[src/hdl/slbc_pkg.sv]
// ----------------------------------------------------------------------------
// slbc_pkg: status LED blink controller shared definitions
// Opcodes, phase encoding, pattern codes, register indexes, pattern tables
// and the colour scaling helper.
// ----------------------------------------------------------------------------
package slbc_pkg;

	localparam int WIN_W   = 11;   // window register width
	localparam int BR_W    = 8;    // brightness width
	localparam int CHK_W   = 7;    // chunk / recheck register width
	localparam int PHASE_W = 11;   // phase countdown width (max 1875)
	localparam int PAT_W   = 3;
	localparam int LVL_W   = 8;
	localparam int IDX_W   = 3;

	typedef enum logic [1:0] {
		OP_TICK     = 2'd0,
		OP_SET_MODE = 2'd1,
		OP_ACTIVITY = 2'd2,
		OP_ERROR    = 2'd3
	} op_t;

	typedef enum logic [1:0] {
		PH_DECIDE = 2'd0,
		PH_LIT    = 2'd1,
		PH_DARK   = 2'd2,
		PH_OFF    = 2'd3
	} phase_t;

	typedef enum logic [IDX_W-1:0] {
		REG_ERROR_WINDOW    = 3'd0,
		REG_ACTIVITY_WINDOW = 3'd1,
		REG_NORMAL_BRIGHT   = 3'd2,
		REG_ERROR_BRIGHT    = 3'd3,
		REG_OFF_CHECK       = 3'd4,
		REG_DARK_RECHECK    = 3'd5
	} reg_idx_t;

	localparam logic [PAT_W-1:0] PAT_OFF   = 3'd0;
	localparam logic [PAT_W-1:0] PAT_IDLE  = 3'd1;
	localparam logic [PAT_W-1:0] PAT_ADV   = 3'd2;
	localparam logic [PAT_W-1:0] PAT_TX    = 3'd3;
	localparam logic [PAT_W-1:0] PAT_RESET = 3'd4;
	localparam logic [PAT_W-1:0] PAT_ERR   = 3'd5;

	localparam logic [WIN_W-1:0] ERROR_WINDOW_RST    = 11'd1000;
	localparam logic [WIN_W-1:0] ACTIVITY_WINDOW_RST = 11'd600;
	localparam logic [BR_W-1:0]  NORMAL_BRIGHT_RST   = 8'd32;
	localparam logic [BR_W-1:0]  ERROR_BRIGHT_RST    = 8'd64;
	localparam logic [CHK_W-1:0] OFF_CHECK_RST       = 7'd50;
	localparam logic [CHK_W-1:0] DARK_RECHECK_RST    = 7'd100;

	typedef struct packed {
		logic [LVL_W-1:0] r;
		logic [LVL_W-1:0] g;
		logic [LVL_W-1:0] b;
	} color_t;

	// Unused mode codes show as idle.
	function automatic logic [PAT_W-1:0] pattern_of(input logic [PAT_W-1:0] m);
		pattern_of = (m > PAT_ERR) ? PAT_IDLE : m;
	endfunction

	function automatic color_t pat_color(input logic [PAT_W-1:0] p);
		case (p)
			PAT_IDLE:  pat_color = '{r: 8'd0,   g: 8'd255, b: 8'd0};
			PAT_ADV:   pat_color = '{r: 8'd0,   g: 8'd200, b: 8'd255};
			PAT_TX:    pat_color = '{r: 8'd0,   g: 8'd0,   b: 8'd255};
			PAT_RESET: pat_color = '{r: 8'd220, g: 8'd0,   b: 8'd255};
			PAT_ERR:   pat_color = '{r: 8'd255, g: 8'd0,   b: 8'd0};
			default:   pat_color = '{r: 8'd0,   g: 8'd0,   b: 8'd0};
		endcase
	endfunction

	function automatic logic [PHASE_W-1:0] lit_ms(input logic [PAT_W-1:0] p);
		case (p)
			PAT_IDLE:  lit_ms = 11'd125;
			PAT_ADV:   lit_ms = 11'd63;
			PAT_TX:    lit_ms = 11'd42;
			PAT_RESET: lit_ms = 11'd62;
			PAT_ERR:   lit_ms = 11'd50;
			default:   lit_ms = 11'd1;
		endcase
	endfunction

	function automatic logic [PHASE_W-1:0] dark_ms(input logic [PAT_W-1:0] p);
		case (p)
			PAT_IDLE:  dark_ms = 11'd1875;
			PAT_ADV:   dark_ms = 11'd937;
			PAT_TX:    dark_ms = 11'd291;
			PAT_RESET: dark_ms = 11'd438;
			PAT_ERR:   dark_ms = 11'd150;
			default:   dark_ms = 11'd1;
		endcase
	endfunction

	// round(c*br/255); x/255 == (x + (x>>8) + 1) >> 8 for x up to 65534,
	// and here x never exceeds 255*255+127
	function automatic logic [LVL_W-1:0] scale(input logic [LVL_W-1:0] c,
	                                           input logic [BR_W-1:0] br);
		logic [15:0] x;
		logic [16:0] y;
		x = ({8'd0, c} * {8'd0, br}) + 16'd127;
		y = 17'(x) + 17'(x[15:8]) + 17'd1;
		scale = y[15:8];
	endfunction

endpackage

[src/hdl/status_led_blink_controller.sv]
// ----------------------------------------------------------------------------
// status_led_blink_controller: status LED pattern sequencer
// Path: an accepted item updates the state and has its pattern captured in
// stage 1; colour scaling then loads the output reg once that is free or
// being drained, and the result waits there for out_ready.
// Throughput: one item per cycle unless out_ready stalls; the intermediate
// stage lets an item in while the previous result still waits on out_ready.
// Reset (arst_n low, asynchronous): registers to their defaults, mode idle,
// pattern decided at the first tick, age counters saturated, no result pending.
// ----------------------------------------------------------------------------
module status_led_blink_controller
	import slbc_pkg::*;
#(
	parameter int AGE_BITS = 11
) (
	input  logic             clk,
	input  logic             arst_n,
	// configuration write port
	input  logic             cfg_we,
	input  logic [IDX_W-1:0] cfg_index,
	input  logic [WIN_W-1:0] cfg_data,
	// item input
	input  logic             in_valid,
	output logic             in_ready,
	input  logic [1:0]       opcode,
	input  logic [PAT_W-1:0] mode,
	// result output
	output logic             out_valid,
	input  logic             out_ready,
	output logic [LVL_W-1:0] red_level,
	output logic [LVL_W-1:0] green_level,
	output logic [LVL_W-1:0] blue_level,
	output logic             lit,
	output logic [PAT_W-1:0] shown_pattern
);

	localparam int CMP_W = (AGE_BITS > WIN_W) ? AGE_BITS : WIN_W;
	localparam logic [AGE_BITS-1:0] AGE_MAX = {AGE_BITS{1'b1}};

	// ---------------- configuration registers ----------------
	logic [WIN_W-1:0] error_window_q, activity_window_q;
	logic [BR_W-1:0]  normal_bright_q, error_bright_q;
	logic [CHK_W-1:0] off_check_q, dark_recheck_q;

	always_ff @(posedge clk or negedge arst_n) begin
		if (!arst_n) begin
			error_window_q    <= ERROR_WINDOW_RST;
			activity_window_q <= ACTIVITY_WINDOW_RST;
			normal_bright_q   <= NORMAL_BRIGHT_RST;
			error_bright_q    <= ERROR_BRIGHT_RST;
			off_check_q       <= OFF_CHECK_RST;
			dark_recheck_q    <= DARK_RECHECK_RST;
		end else if (cfg_we) begin
			case (cfg_index)
				REG_ERROR_WINDOW:    error_window_q    <= cfg_data;
				REG_ACTIVITY_WINDOW: activity_window_q <= cfg_data;
				REG_NORMAL_BRIGHT:   normal_bright_q   <= cfg_data[BR_W-1:0];
				REG_ERROR_BRIGHT:    error_bright_q    <= cfg_data[BR_W-1:0];
				REG_OFF_CHECK:       off_check_q       <= cfg_data[CHK_W-1:0];
				REG_DARK_RECHECK:    dark_recheck_q    <= cfg_data[CHK_W-1:0];
				default: ;
			endcase
		end
	end

	// ---------------- sequencer state ----------------
	logic [PAT_W-1:0]    sel_mode_q, shown_q;
	phase_t              phase_q;
	logic [PHASE_W-1:0]  phase_left_q;
	logic [CHK_W-1:0]    chunk_left_q;
	logic                err_seen_q, act_seen_q;
	logic [AGE_BITS-1:0] err_age_q, act_age_q;

	logic [PAT_W-1:0]    sel_mode_d, shown_d;
	phase_t              phase_d;
	logic [PHASE_W-1:0]  phase_left_d;
	logic [CHK_W-1:0]    chunk_left_d;
	logic                err_seen_d, act_seen_d;
	logic [AGE_BITS-1:0] err_age_d, act_age_d;
	logic                lit_d;

	// pipeline handshake
	logic in_xfer;
	logic valid_s1, s1_adv;
	logic out_valid_q;

	// s1 moves on when the output register is empty or being drained
	assign s1_adv   = !out_valid_q || out_ready;
	assign in_ready = !valid_s1 || s1_adv;
	assign in_xfer  = in_valid && in_ready;

	// Next-state logic: one item (tick or event) applied to the state.
	always_comb begin
		logic [AGE_BITS-1:0] ea, aa;
		logic                err_open, act_open;
		logic [CHK_W-1:0]    chk;
		logic [PHASE_W-1:0]  chk_w;
		logic [PAT_W-1:0]    pick;

		sel_mode_d   = sel_mode_q;
		shown_d      = shown_q;
		phase_d      = phase_q;
		phase_left_d = phase_left_q;
		chunk_left_d = chunk_left_q;
		err_seen_d   = err_seen_q;
		act_seen_d   = act_seen_q;
		err_age_d    = err_age_q;
		act_age_d    = act_age_q;

		// ages after this tick's increment (saturating)
		ea = (err_age_q != AGE_MAX) ? err_age_q + 1'b1 : err_age_q;
		aa = (act_age_q != AGE_MAX) ? act_age_q + 1'b1 : act_age_q;
		// window open only while seen and age unsaturated and below length
		err_open = err_seen_q && (ea != AGE_MAX) &&
		           (CMP_W'(ea) < CMP_W'(error_window_q));
		act_open = act_seen_q && (aa != AGE_MAX) &&
		           (CMP_W'(aa) < CMP_W'(activity_window_q));
		// zero chunk length acts as one
		chk   = (off_check_q != '0) ? off_check_q : CHK_W'(1);
		chk_w = PHASE_W'(chk);
		pick  = PAT_IDLE;

		case (op_t'(opcode))
			OP_TICK: begin
				err_age_d = ea;
				act_age_d = aa;
				case (phase_q)
					PH_LIT: begin
						if (phase_left_q != '0) phase_left_d = phase_left_q - 1'b1;
						if (phase_left_d == '0) begin
							phase_d      = PH_DARK;
							phase_left_d = dark_ms(shown_q);
							chunk_left_d = (chk_w < phase_left_d) ? chk
							                                      : phase_left_d[CHK_W-1:0];
						end
					end
					PH_DARK: begin
						if (phase_left_q != '0) phase_left_d = phase_left_q - 1'b1;
						if (chunk_left_q != '0) chunk_left_d = chunk_left_q - 1'b1;
						// chunk boundary: end early on error, or activity when not tx
						if (chunk_left_d == '0) begin
							if (phase_left_d == '0 || err_open ||
							    (act_open && shown_q != PAT_TX))
								phase_d = PH_DECIDE;
							else
								chunk_left_d = (chk_w < phase_left_d) ? chk
								                                      : phase_left_d[CHK_W-1:0];
						end
					end
					PH_OFF: begin
						if (phase_left_q != '0) phase_left_d = phase_left_q - 1'b1;
						if (phase_left_d == '0) phase_d = PH_DECIDE;
					end
					default: ;
				endcase
				if (phase_d == PH_DECIDE) begin
					if (err_open)      pick = PAT_ERR;
					else if (act_open) pick = PAT_TX;
					else               pick = pattern_of(sel_mode_q);
					shown_d = pick;
					if (pick == PAT_OFF) begin
						phase_d      = PH_OFF;
						phase_left_d = (dark_recheck_q != '0) ? PHASE_W'(dark_recheck_q)
						                                      : PHASE_W'(1);
					end else begin
						phase_d      = PH_LIT;
						phase_left_d = lit_ms(pick);
					end
				end
			end
			OP_SET_MODE: sel_mode_d = mode;
			OP_ACTIVITY: begin
				act_seen_d = 1'b1;
				act_age_d  = '0;
			end
			OP_ERROR: begin
				err_seen_d = 1'b1;
				err_age_d  = '0;
			end
			default: ;
		endcase
	end

	// Output decode of the sequencer state.
	assign lit_d = (phase_d == PH_LIT);

	always_ff @(posedge clk or negedge arst_n) begin
		if (!arst_n) begin
			sel_mode_q   <= PAT_IDLE;
			shown_q      <= PAT_IDLE;
			phase_q      <= PH_DECIDE;
			phase_left_q <= '0;
			chunk_left_q <= '0;
			err_seen_q   <= 1'b0;
			act_seen_q   <= 1'b0;
			err_age_q    <= AGE_MAX;
			act_age_q    <= AGE_MAX;
		end else if (in_xfer) begin
			sel_mode_q   <= sel_mode_d;
			shown_q      <= shown_d;
			phase_q      <= phase_d;
			phase_left_q <= phase_left_d;
			chunk_left_q <= chunk_left_d;
			err_seen_q   <= err_seen_d;
			act_seen_q   <= act_seen_d;
			err_age_q    <= err_age_d;
			act_age_q    <= act_age_d;
		end
	end

	// ---------------- stage 1: pattern and lit flag ----------------
	logic [PAT_W-1:0] pat_s1;
	logic             lit_s1;

	always_ff @(posedge clk or negedge arst_n) begin
		if (!arst_n) begin
			valid_s1 <= 1'b0;
		end else if (in_ready) begin
			valid_s1 <= in_valid;
		end
	end

	always_ff @(posedge clk) begin
		if (in_xfer) begin
			pat_s1 <= shown_d;
			lit_s1 <= lit_d;
		end
	end

	// ---------------- stage 2: colour scaling into output ----------------
	color_t           col;
	logic [BR_W-1:0]  br;
	logic [LVL_W-1:0] red_q, green_q, blue_q;
	logic             lit_q;
	logic [PAT_W-1:0] pat_q;

	// error pattern has its own brightness; dark shows black
	assign col = pat_color(pat_s1);
	assign br  = (pat_s1 == PAT_ERR) ? error_bright_q : normal_bright_q;

	always_ff @(posedge clk or negedge arst_n) begin
		if (!arst_n) begin
			out_valid_q <= 1'b0;
		end else if (s1_adv) begin
			out_valid_q <= valid_s1;
		end
	end

	always_ff @(posedge clk) begin
		if (s1_adv && valid_s1) begin
			red_q   <= lit_s1 ? scale(col.r, br) : '0;
			green_q <= lit_s1 ? scale(col.g, br) : '0;
			blue_q  <= lit_s1 ? scale(col.b, br) : '0;
			lit_q   <= lit_s1;
			pat_q   <= pat_s1;
		end
	end

	assign out_valid     = out_valid_q;
	assign red_level     = red_q;
	assign green_level   = green_q;
	assign blue_level    = blue_q;
	assign lit           = lit_q;
	assign shown_pattern = pat_q;

	// ---------------- assertions ----------------
	// a lit phase always has time left on it
	a_lit_has_time: assert property (@(posedge clk) disable iff (!arst_n)
		phase_q == PH_LIT |-> phase_left_q != '0)
		else $error("lit phase with zero time left");

	// a dark result carries no colour
	a_dark_black: assert property (@(posedge clk) disable iff (!arst_n)
		(out_valid && !lit) |-> (red_level == '0 && green_level == '0 &&
		                         blue_level == '0))
		else $error("dark result with nonzero colour");

	// only defined pattern codes are shown
	a_pat_range: assert property (@(posedge clk) disable iff (!arst_n)
		out_valid |-> shown_pattern <= PAT_ERR)
		else $error("shown pattern out of range");

	// taking an item while stage 1 is full requires stage 1 to move on
	a_no_overwrite: assert property (@(posedge clk) disable iff (!arst_n)
		(in_xfer && valid_s1) |-> s1_adv)
		else $error("stage 1 overwritten");

endmodule

[config.mk]
export PLATFORM = sky130hd
export DESIGN_NAME = status_led_blink_controller
export DESIGN_NICKNAME = d
export VERILOG_FILES = /design/src/hdl/slbc_pkg.sv /design/src/hdl/status_led_blink_controller.sv
export SDC_FILE = /design/constraint.sdc
export NUM_CORES = 1
export LEC_CHECK = 0
export ABC_AREA = 1
export BUFFER_PORTS_ARGS = -buffer_cell sky130_fd_sc_hd__buf_2
export CAP_MARGIN = 40
export CORE_AREA = 4 4 234 236
export CTS_BUF_LIST = sky130_fd_sc_hd__clkbuf_16
export CTS_CLUSTER_SIZE = 40
export DETAILED_ROUTE_END_ITERATION = 12
export DIE_AREA = 0 0 238 240
export SYNTH_ARGS = -nofsm -noshare
export SYNTH_HDL_FRONTEND = slang
export SYNTH_SLANG_ARGS = --single-unit
[constraint.sdc]
create_clock -name clk -period 15.84 [get_ports clk]
set_input_delay 1.584 -clock clk [delete_from_list [all_inputs] [get_ports clk]]
set_output_delay 1.584 -clock clk [all_outputs]
set_load 0.01 [all_outputs]
==> results by group <==
Run status
  • Status: finished clean

Final layout
  • Final nets: 2378
  • Area Overhead vs Synth: 11.0%
  • Share of post-route cells with drive strength above 1: 0.0919
  • Diode count: 0
  • Fillers: 5536
  • Layout Cells excl Fill: 2789
  • Final Core Density: 0.322

STA
  • F_max: 128 MHz
  • RSZ-0062 raised after global routing: no
  • Fin crit share: 0.493
  • Post-Route Skew: 0.0143 ns
  • Fin. max-slew vios: 0
  • Max-slew headroom: 0.443
  • Setup TNS: 0 ns
  • # setup viols final: 0
  • Tmin final: 7.81 ns
  • Worst-Margin Slew: 0.827 ns
  • Final Hold Vio Count: 0

Clocking
  • CTS tree: built
  • TritonCTS buffer count: 17
  • Post-CTS sizing: 0
  • Clock latency at the later pin of the worst-skew pair: 0.44 ns
  • Post-CTS Setup Inserts: 0
  • Root Driver: clkbuf_16
  • Cts-stage hold buffer count: 0
  • Clock Pin Slew Worst Setup and Hold Paths: 0.07 ns
  • Clock sink count: 136
  • CTS Buffer Depth: 2
  • H-tree Lvls: 4

Synth
  • Number of synthesized flops with an enable pin: 32
  • Syn avg cell area: 7.44 µm²
  • Leading area contributor after synthesis: ha_1
  • Yosys warnings: 0
  • Ys async rst share: 0.765
  • Synth Net Count: 2333
  • Post-synth top cells: nand2_1 (454), inv_1 (404), ha_1 (175)
  • Sequential cell area fraction in the yosys report: 0.238
  • Post-synth top area share: 0.144
  • Post-Syn Area: 15200 µm²
  • Register bit count reported by yosys: 136
  • Syn Inst Count: 2043
  • Most frequent cell after synthesis: nand2_1
  • Netlist cell types: 56
  • Synth top area cells: ha_1 (14%), fa_1 (12%), nand2_1 (11%)
  • Most frequently used flop master after synthesis: dfrtp_1

Hold path
  • HP Class: flip-flop to flip-flop
  • Hold path cells: 2
  • WHS Endpoint: activity_window_q[8]$_DFFE_PN0P_
  • HP Start: activity_window_q[8]$_DFFE_PN0P_

Worst setup path
  • Required time worst endpoint: 16.03 ns
  • R2R Setup Slk: 8.03 ns
  • Top delay family on crit path: adder cells
  • CP most frequent cell: inv_1
  • Critical path arrival: 8.00 ns
  • Worst setup EP type: flip-flop
  • Critical path class: flip-flop to flip-flop
  • R2r endpoint: blue_level[7]$_SDFFCE_PN0P_
  • CP max stage delay: 0.66 ns
  • Worst path bufs/invs: 7
  • Crit path launch type: flip-flop
  • Slowest-stage cell, CP: o21ai_0
  • R2R depth: 33
  • Crit Path Max Fanout: 13
  • Critical R2R Launch: pat_s1[1]$_DFFE_PP_

Global routing
  • First-pass GRT wire length: 63.3 mm
  • Largest net degree at the start of global routing: 67
  • GRT Total Usage: 0.133
  • Met2 usage: 0.224
  • Met1 Use GR: 0.180
  • GR Overflow Total: 0
  • GRT busiest layer: met2
  • Initial antenna violation count: 1
  • GR Util met3: 0.0196
  • Vias in the first global route: 13000

Die
  • Core Area: 52400 µm²
  • Site Rows: 84
  • Ports: 54
  • Initial Util: 0.290
  • DIE AREA: 57100 µm²
  • Die height: 240 µm
  • Die span in x: 238 µm

Route
  • Initial DRT Pass Iterations: 6
  • # DRC: 0
  • DR WL/cell: 13.4 µm
  • WL final: 37.3 mm
  • Vias per cell: 4.65
  • DR iter-0 viols: 788
  • Number of routed nets with antenna violations: 0
  • Vias: 13000

Placement
  • Routability cong.: 0.913
  • Placed Instances: 2757
  • DP HPWL: 30.4 mm
  • I/O Buffers: 53

Flow run
  • Max Cap Viol: 0
==> cells in the final DEF, fill, tap and decap left out, types with 4 or more instances in the layout <==
cell type / Yosys / final
nand3_2: 7 / 7
o21ai_1: 5 / 5
dfrtp_1: 62 / 62
nor3_1: 16 / 16
buf_4: 1 / 4
ha_1: 175 / 175
nand2_2: 13 / 13
nor2_4: 5 / 5
a21o_1: 9 / 9
nand2_1: 454 / 454
inv_1: 404 / 405
dfstp_2: 42 / 42
fa_1: 91 / 91
xor2_1: 47 / 47
clkbuf_16: 0 / 19
edfxtp_1: 32 / 32
o211ai_1: 11 / 11
nand4_1: 35 / 35
o21bai_1: 11 / 11
nand3b_1: 4 / 4
o21ai_0: 133 / 133
nand3_1: 113 / 113
a31o_2: 4 / 4
inv_8: 0 / 4
a31oi_1: 5 / 5
inv_2: 6 / 6
a21oi_1: 100 / 99
inv_6: 0 / 5
buf_2: 2 / 52
nor2_1: 166 / 166
xnor2_1: 14 / 14
or2_2: 9 / 9
==> cell families (layout without fill, tap and decap cells) <==
group	count (synthesis)	count (layout)	share of synthesized area
AOI/OAI and AO/OA	295	295	0.108
xor gates and xnor gates	62	62	0.0370
adders and majority gates	266	266	0.264
buffers and inverters	445	503	0.113
DFF	136	136	0.238
muxes	1	1	0.000741
and+or+nand+nor	838	838	0.239
==> tightest hold or removal path: stages (launching register included) <==
cell	delay, ns
dfrtp_1	0.34
nand2_1	0.05
o21ai_0	0.06
==> sequential cells by signal, summed over array words and instances (netlist names), 8 cells and up <==
| register | flops |
|---|---|
| act_age_q | 11 |
| normal_bright_q | 8 |
| error_bright_q | 8 |
| red_level | 8 |
| green_level | 8 |
| err_age_q | 11 |
| activity_window_q | 11 |
| error_window_q | 11 |
| phase_left_q | 11 |
| blue_level | 8 |
==> metal layers <==
metal,vias up,share of wire
li1,6575,-
met1,6081,0.48
met2,279,0.46
met3,41,0.041
met4,0,0.018
met5,-,0
==> metrics by stage <==
stage | hold slack (ns) | area, µm² | setup slack (ns)
after global routing | 0.505 | 16900 | 7.23
after global placement | 0.464 | 16200 | 8.36
after detailed placement | 0.466 | 16200 | 8.15
final | 0.483 | 16900 | 8.03
after floorplan | 0.421 | 15200 | 8.96
after CTS | 0.484 | 16900 | 8.09
==> worst max-delay path by stage <==
| stage | from | endpoint | cells after the start |
|---|---|---|---|
| 6_report | pat_s1[1]$_DFFE_PP_ | blue_level[7]$_SDFFCE_PN0P_ | 33 |
| 5_1_grt | pat_s1[1]$_DFFE_PP_ | blue_level[7]$_SDFFCE_PN0P_ | 33 |
| 4_1_cts | pat_s1[1]$_DFFE_PP_ | blue_level[7]$_SDFFCE_PN0P_ | 33 |
| 3_5_place_dp | pat_s1[1]$_DFFE_PP_ | blue_level[7]$_SDFFCE_PN0P_ | 33 |
| 3_3_place_gp | pat_s1[1]$_DFFE_PP_ | green_level[6]$_SDFFCE_PN0P_ | 31 |
| 2_1_floorplan | pat_s1[1]$_DFFE_PP_ | blue_level[7]$_SDFFCE_PN0P_ | 35 |
==> final cells by class <==
class	count	area [µm²]	area share
Clock buffer	19	475	0.0282
Clock inverter	13	148	0.00876
Inverter	413	1550	0.0919
Multi-Input combinational cell	1462	9870	0.586
Sequential cell	136	3620	0.214
Tap cell	688	861	0.0511
Timing Repair Buffer	58	338	0.0200
Power is not shown: default switching activity piles up to over one toggle a cycle in this logic, so the estimate is an artifact.
